[src/rtl/cdq_pkg.sv]
package cdq_pkg;

    localparam int DEPTH      = 8;
    localparam int DATA_WIDTH = 32;
    localparam int PORT_WIDTH = 32;
    localparam int CFG_ADDR_W = 3;

    typedef logic [DATA_WIDTH-1:0] t_data;

    typedef enum logic [1:0] {
        OP_PUSH_RIGHT = 2'd0,
        OP_PUSH_LEFT  = 2'd1,
        OP_POP_LEFT   = 2'd2,
        OP_POP_RIGHT  = 2'd3
    } t_opcode;

    typedef enum logic [1:0] {
        ST_OK          = 2'd0,
        ST_OVERFLOW    = 2'd1,
        ST_UNDERFLOW   = 2'd2,
        ST_NOT_ALLOWED = 2'd3
    } t_status;

    localparam logic [1:0] MODE_INPUT_RESTRICTED  = 2'd1;
    localparam logic [1:0] MODE_OUTPUT_RESTRICTED = 2'd2;

    localparam logic [CFG_ADDR_W-1:0] ADDR_RESTRICTION_MODE = CFG_ADDR_W'(0);

    typedef enum logic [2:0] {
        CELL_HOLD       = 3'd0,
        CELL_SHIFT_IN   = 3'd1,
        CELL_APPEND     = 3'd2,
        CELL_SHIFT_OUT  = 3'd3,
        CELL_DROP_RIGHT = 3'd4
    } t_cell_op;

    typedef struct packed {
        t_cell_op op;
        t_data    push_data;
    } t_cell_ctl;

    function automatic t_data to_data(input logic [PORT_WIDTH-1:0] v);
        logic [63:0] w;
        w = 64'(v);
        return w[DATA_WIDTH-1:0];
    endfunction

    function automatic logic [PORT_WIDTH-1:0] to_port(input t_data d);
        logic [63:0] w;
        w = 64'(d);
        return w[PORT_WIDTH-1:0];
    endfunction

endpackage

[src/rtl/cdq_cell.sv]
module cdq_cell
    import cdq_pkg::*;
(
    input  logic      i_clk,
    input  logic      i_rst_n,
    input  t_cell_ctl i_ctl,
    input  t_data     i_left_data,
    input  logic      i_left_valid,
    input  t_data     i_right_data,
    input  logic      i_right_valid,
    output t_data     o_data,
    output logic      o_valid,
    output logic      o_last
);

    t_data r_data;
    t_data n_data;
    logic  r_valid;
    logic  n_valid;

    always_comb begin
        n_data  = r_data;
        n_valid = r_valid;
        unique case (i_ctl.op)
            CELL_HOLD: begin
            end
            CELL_SHIFT_IN: begin
                n_data  = i_left_data;
                n_valid = i_left_valid;
            end
            CELL_APPEND: begin
                if (!r_valid && i_left_valid) begin
                    n_data  = i_ctl.push_data;
                    n_valid = 1'b1;
                end
            end
            CELL_SHIFT_OUT: begin
                n_data  = i_right_data;
                n_valid = i_right_valid;
            end
            CELL_DROP_RIGHT: begin
                if (r_valid && !i_right_valid) begin
                    n_valid = 1'b0;
                end
            end
            default: begin
            end
        endcase
    end

    always_ff @(posedge i_clk) begin
        r_data <= n_data;
        if (!i_rst_n) begin
            r_valid <= 1'b0;
        end else begin
            r_valid <= n_valid;
        end
    end

    assign o_data  = r_data;
    assign o_valid = r_valid;
    assign o_last  = r_valid && !i_right_valid;

endmodule

[src/rtl/circular_deque_top.sv]
// Double-ended queue of DEPTH entries held in a row of cells, the left end
// in the first cell, with each occupied cell marked by its own valid bit.
// Every accepted request (push right, push left, pop left, pop right) is
// finished in the cycle it is accepted: a push or pop at the left end shifts
// the whole row by one cell, and a push or pop at the right end acts only on
// the cell at the boundary of the occupied run. The result for a request
// appears in the output register on the cycle after it is accepted, and a new
// request is accepted in every cycle in which that register is empty or is
// being drained, so the block sustains one request per cycle under no stall.
// Refused requests (overflow, underflow, or forbidden by the restriction mode)
// leave the contents unchanged. The restriction mode register sits at byte
// address zero and should be written only while the block is idle.
module circular_deque_top
    import cdq_pkg::*;
(
    input  logic                         i_clk,
    input  logic                         i_rst_n,
    input  logic                         psel,
    input  logic                         penable,
    input  logic                         pwrite,
    input  logic [CFG_ADDR_W-1:0]        paddr,
    input  logic [31:0]                  pwdata,
    output logic [31:0]                  prdata,
    output logic                         pready,
    input  logic                         i_in_valid,
    output logic                         o_in_stall,
    input  logic [1:0]                   i_in_opcode,
    input  logic signed [PORT_WIDTH-1:0] i_in_push_value,
    output logic                         o_out_valid,
    input  logic                         i_out_stall,
    output logic signed [PORT_WIDTH-1:0] o_out_pop_value,
    output logic [1:0]                   o_out_status,
    output logic                         o_out_now_empty,
    output logic                         o_out_now_full
);

    logic [1:0] r_mode;

    logic                  r_out_valid;
    logic [PORT_WIDTH-1:0] r_pop_value;
    t_status               r_status;
    logic                  r_now_empty;
    logic                  r_now_full;

    logic [DEPTH-1:0][DATA_WIDTH-1:0] w_data;
    logic [DEPTH-1:0]                 w_valid;
    logic [DEPTH-1:0]                 w_last;

    t_opcode   w_op;
    logic      w_accept;
    t_status   w_status;
    t_cell_ctl w_ctl;
    t_data     w_right_value;
    t_data     w_pop_data;
    logic      w_empty;
    logic      w_full;
    logic      w_next_empty;
    logic      w_next_full;
    logic      w_is_push;

    assign pready = 1'b1;
    assign prdata = (paddr == ADDR_RESTRICTION_MODE) ? {30'd0, r_mode} : 32'd0;

    always_ff @(posedge i_clk) begin
        if (!i_rst_n) begin
            r_mode <= 2'd0;
        end else if (psel && penable && pwrite && pready
                     && paddr == ADDR_RESTRICTION_MODE) begin
            r_mode <= pwdata[1:0];
        end
    end

    assign o_in_stall = r_out_valid && i_out_stall;
    assign w_accept   = i_in_valid && !o_in_stall;
    assign w_op       = t_opcode'(i_in_opcode);
    assign w_empty    = !w_valid[0];
    assign w_full     = w_valid[DEPTH-1];
    assign w_is_push  = (w_op == OP_PUSH_RIGHT) || (w_op == OP_PUSH_LEFT);

    always_comb begin
        w_right_value = '0;
        for (int k = 0; k < DEPTH; k++) begin
            if (w_last[k]) begin
                w_right_value = w_right_value | t_data'(w_data[k]);
            end
        end
    end

    always_comb begin
        w_status   = ST_OK;
        w_pop_data = '0;
        if ((w_op == OP_PUSH_LEFT && r_mode == MODE_INPUT_RESTRICTED) ||
            (w_op == OP_POP_RIGHT && r_mode == MODE_OUTPUT_RESTRICTED)) begin
            w_status = ST_NOT_ALLOWED;
        end else if (w_is_push) begin
            if (w_full) begin
                w_status = ST_OVERFLOW;
            end
        end else if (w_empty) begin
            w_status = ST_UNDERFLOW;
        end else if (w_op == OP_POP_LEFT) begin
            w_pop_data = t_data'(w_data[0]);
        end else begin
            w_pop_data = w_right_value;
        end
    end

    always_comb begin
        w_ctl.push_data = to_data(PORT_WIDTH'($unsigned(i_in_push_value)));
        w_ctl.op        = CELL_HOLD;
        if (w_accept && w_status == ST_OK) begin
            unique case (w_op)
                OP_PUSH_RIGHT: w_ctl.op = CELL_APPEND;
                OP_PUSH_LEFT:  w_ctl.op = CELL_SHIFT_IN;
                OP_POP_LEFT:   w_ctl.op = CELL_SHIFT_OUT;
                OP_POP_RIGHT:  w_ctl.op = CELL_DROP_RIGHT;
                default:       w_ctl.op = CELL_HOLD;
            endcase
        end
    end

    always_comb begin
        w_next_empty = w_empty;
        w_next_full  = w_full;
        if (w_status == ST_OK) begin
            if (w_is_push) begin
                w_next_empty = 1'b0;
                w_next_full  = w_valid[DEPTH-2];
            end else begin
                w_next_empty = w_last[0];
                w_next_full  = 1'b0;
            end
        end
    end

    for (genvar k = 0; k < DEPTH; k++) begin : g_cell
        cdq_cell u_cell (
            .i_clk         (i_clk),
            .i_rst_n       (i_rst_n),
            .i_ctl         (w_ctl),
            .i_left_data   ((k == 0) ? w_ctl.push_data : t_data'(w_data[(k == 0) ? 0 : k-1])),
            .i_left_valid  ((k == 0) ? 1'b1 : w_valid[(k == 0) ? 0 : k-1]),
            .i_right_data  ((k == DEPTH-1) ? t_data'(0)
                            : t_data'(w_data[(k == DEPTH-1) ? k : k+1])),
            .i_right_valid ((k == DEPTH-1) ? 1'b0 : w_valid[(k == DEPTH-1) ? k : k+1]),
            .o_data        (w_data[k]),
            .o_valid       (w_valid[k]),
            .o_last        (w_last[k])
        );
    end

    always_ff @(posedge i_clk) begin
        if (!i_rst_n) begin
            r_out_valid <= 1'b0;
        end else if (w_accept) begin
            r_out_valid <= 1'b1;
        end else if (!i_out_stall) begin
            r_out_valid <= 1'b0;
        end
        if (w_accept) begin
            r_pop_value <= to_port(w_pop_data);
            r_status    <= w_status;
            r_now_empty <= w_next_empty;
            r_now_full  <= w_next_full;
        end
    end

    assign o_out_valid     = r_out_valid;
    assign o_out_pop_value = $signed(r_pop_value);
    assign o_out_status    = r_status;
    assign o_out_now_empty = r_now_empty;
    assign o_out_now_full  = r_now_full;

`ifndef SYNTH
    a_contiguous: assert property (@(posedge i_clk) disable iff (!i_rst_n)
        (w_valid & (w_valid + DEPTH'(1))) == '0)
        else $error("Occupied cells do not form one run from the left end.");

    a_empty_flag: assert property (@(posedge i_clk) disable iff (!i_rst_n)
        w_accept |=> (r_now_empty == !w_valid[0]))
        else $error("Reported empty flag disagrees with the cell row.");

    a_full_flag: assert property (@(posedge i_clk) disable iff (!i_rst_n)
        w_accept |=> (r_now_full == w_valid[DEPTH-1]))
        else $error("Reported full flag disagrees with the cell row.");

    a_refused_holds: assert property (@(posedge i_clk) disable iff (!i_rst_n)
        (w_accept && w_status != ST_OK) |=> $stable(w_valid))
        else $error("A refused request changed the occupancy.");

    a_push_fills: assert property (@(posedge i_clk) disable iff (!i_rst_n)
        (w_accept && w_status == ST_OK && w_is_push) |=> w_valid[0])
        else $error("A successful push left the deque empty.");
`endif

endmodule
[config.mk]
export PLATFORM = sky130hd
export DESIGN_NAME = circular_deque_top
export DESIGN_NICKNAME = d
export VERILOG_FILES = /design/src/rtl/cdq_pkg.sv /design/src/rtl/cdq_cell.sv /design/src/rtl/circular_deque_top.sv
export SDC_FILE = /design/constraint.sdc
export NUM_CORES = 1
export LEC_CHECK = 0
export BUFFER_PORTS_ARGS = -buffer_cell sky130_fd_sc_hd__buf_2
export CORE_MARGIN = 5
export CORE_UTILIZATION = 47
export CTS_BUF_LIST = sky130_fd_sc_hd__clkbuf_4
export DETAILED_ROUTE_END_ITERATION = 8
export HOLD_SLACK_MARGIN = 0.08
export PLACE_DENSITY = 0.71
export SYNTH_ARGS = -nofsm -noshare
export SYNTH_HDL_FRONTEND = slang
export SYNTH_SLANG_ARGS = --single-unit
[constraint.sdc]
create_clock -name i_clk -period 9.2 [get_ports i_clk]
set_clock_uncertainty 0.1 [all_clocks]
set_input_delay 1.84 -clock i_clk [delete_from_list [all_inputs] [get_ports i_clk]]
set_output_delay 1.84 -clock i_clk [all_outputs]
set_load 0.02 [all_outputs]
==> reports/qor.yml <==
ant_nets: 0
crit_required_ns: 9.51
die_y_um: 189
grt_antenna_before_repair: 3
tightest_slew_ns: 1.10
clock-root-buffer: "clkbuf_4"
final_core_util_pct: 52.7
nets: 1294
syn-cell-area_sq_um: 15100
top_layer: "met5"
die_w_um: 189
drt_first_pass_iters: 7
grt_pass1_wl_mm: 61.0
drcViolationCount: 0
rsz0062_at_grt: "false"
post_dp_cell_area_sq_um: 15600
cts_sinks: 303
num_vias: 11018
drv_slew: 0
dp_slack_ns: 3.88
post_cts_buffers: 0
wl_met3_mm: 4.18
coreArea_sq_um: 31600
holdBufCountCts: 0
yosysSeqAreaShare_pct: 59.4
setup_ws_ns: 4.49
end_kind: "flip-flop"
synth.distinct_cells: 56
initial_core_util_pct: 47.8
finalSetupViolCount: 0
rows: 65
p_switching_uw: 862
totalWireLength_mm: 40.1
routed-wl-met2_mm: 19.0
cts_resized: 0
drt_iter0_drc: 1236
post_drt_wl_per_cell_um: 24.0
async_reset_ff_share_pct: 0
slew_headroom_pct: 26.5
grt_max_degree: 192
final_hold_viol_count: 0
worstPathMaxFanout: 191
power.density_nw_per_um2: 197
grt-ovfl-total: 0
layout-drive-gt1-share_pct: 25.2
synth_edf_count: 292
pwr-share-clk_pct: 38.1
drv_cap: 0
ios: 147
insertion_delay_ns: 0.70
leakage_uw: 0.00580
clockBufferDepth: 3
yosysWarnings: 0
cts-htree-levels: 3
numCtsBuffers: 79
vdd.ir_drop.worst_v: 0.0000784
dp_hpwl_mm: 21.0
status: "finished, final reports clean"
switching_share_pct: 26.2
syn2layout_area_growth_pct: 10.3
critical_path_arrival_ns: 5.02
die_area_sq_um: 35900
hp-class: "reg -> reg"
synth.top_cell.area_share_pct: 58.0
grt_pass1_vias: 10768
power.sequential.fraction_pct: 49.5
ys_ff_latch: 303
synth_area_leader_cell: "edfxtp_1"
grt_use_total_pct: 21.5
fin_area_sq_um: 16700
cts_tree: "built"
ys.flop_type: "edfxtp_1"
n_fill_cell: 2666
fmax_mhz: 212
viasPerCell: 6.59
period_share_pct: 51.2
place_congestion: 0.806
drt-met1-wl_mm: 16.0
start_kind: "input pin"
fin_crit_ns: 4.71
numPortBuffers: 85
fin_setup_tns_ns: 0
p_int_uw: 2430
clkSlewWorstSetupHoldPaths_ns: 0.06
worstSetupPathType: "in -> reg"
syn_inst: 1129
syn_avg_cell_area_sq_um: 13.4
combPwrFrac_pct: 12.5
synth_area_leaders: "edfxtp_1 (58%), a221o_1 (11%), a22oi_1 (3.2%)"
==> cell usage after synthesis, types with 23 or more instances <==
cell type	n
nand2_1	43
nor3b_2	23
a21oi_1	83
buf_4	51
nor2_1	58
edfxtp_1	292
a22oi_1	64
nor2b_1	23
o21ai_1	33
a31oi_1	34
a222oi_1	32
a221o_1	159
clkbuf_1	42
a21o_1	31
mux2_4	30
buf_2	25
==> metal layers <==
metal | GRT usage, % | vias to the layer above
met3 | 5.53 | 96
li1 | - | 4863
met4 | 7.82 | 2
met2 | 34.2 | 626
met5 | 0 | -
met1 | 28.8 | 5431
==> flip-flops by register name (all words and copies together) (netlist names) <==
register,cells
o_out_now_full,1
g_cell.u_cell.o_data,256
g_cell.u_cell.o_valid,8
o_out_status,2
r_mode,2
o_out_pop_value,32
o_out_now_empty,1
o_out_valid,1
==> metrics by stage <==
step / power, uW / instances / hold WS [ns]
after detailed placement: 2060 / 1533 / 0.449
after global placement: 2050 / 1533 / 0.428
after CTS: 3320 / 1670 / 0.458
after floorplan: 1950 / 1158 / 0.388
after global routing: 3440 / 1671 / 0.490
final: 3290 / 1672 / 0.450
==> cell type report <==
cell class / instances / area [sq um] / share of cell area, %
clock buffer: 124 / 931 / 5.58
clock inverter: 13 / 131 / 0.788
timing repair buffer: 109 / 618 / 3.71
sequential: 303 / 8990 / 53.9
antenna: 2 / 5.00 / 0.0300
multi-input combinational: 712 / 5480 / 32.8
inverter: 7 / 26.3 / 0.158
tap: 402 / 503 / 3.02
==> path summary, 6_finish.rpt <==
kind | start | to | slack, ns | cells past startpoint
worst max register to register | o_out_valid | g_cell[2].u_cell.o_data[31] | 5.61 | 6
worst min-delay path | g_cell[0].u_cell.o_data[27] | g_cell[1].u_cell.o_data[27] | 0.45 | 2
worst max-delay path | i_in_opcode[0] | g_cell[0].u_cell.o_data[31] | 4.49 | 9
worst min register to register | g_cell[0].u_cell.o_data[27] | g_cell[1].u_cell.o_data[27] | 0.45 | 2
==> cell families (layout without fill, tap and decap cells) <==
logic type	after synthesis	in the layout	synth area share, %
simple gates	171	171	6.53
mux	37	37	3.47
other cells	2	33	0.0496
buf+inv	143	253	5.81
fa+ha+maj	6	6	0.496
flops	303	303	59.4
compound gates	467	467	24.2
==> placed cells by master (no fill, tap or decap), types with 4 or more instances in the layout <==
| cell | n |
|---|---|
| a221o_1 | 159 |
| inv_1 | 7 |
| clkbuf_4 | 124 |
| nor2b_2 | 6 |
| nor3_1 | 7 |
| a2bb2oi_1 | 5 |
| a22oi_1 | 64 |
| o21ai_0 | 5 |
| buf_2 | 85 |
| clkinv_1 | 7 |
| buf_4 | 23 |
| nor2_4 | 9 |
| nor2_1 | 49 |
| a21o_1 | 30 |
| and2_1 | 4 |
| nor2b_1 | 17 |
| a311oi_1 | 4 |
| mux2_4 | 30 |
| a21oi_1 | 83 |
| a31oi_1 | 34 |
| dfxtp_1 | 11 |
| nor3b_2 | 23 |
| o21ai_1 | 33 |
| a222oi_1 | 32 |
| nand2_1 | 43 |
| edfxtp_1 | 292 |
| ha_1 | 5 |
| conb_1 | 31 |
==> critical path, stage by stage <==
cell	delay, ns
buf_2	0.12
inv_1	0.13
ha_1	0.17
buf_4	0.53
o21ba_2	0.33
nand3_4	0.42
nor2_4	0.27
buf_12	0.71
mux2_2	0.41
==> power groups by stage <==
stage	combinational (uW)	clock (uW)	sequential, uW
global route	439	1370	1640
floorplan	291	0	1660
detailed placement	406	0	1660
finish	410	1250	1630
global placement	397	0	1660
CTS	407	1280	1630
(Power assumes the default switching activity.)
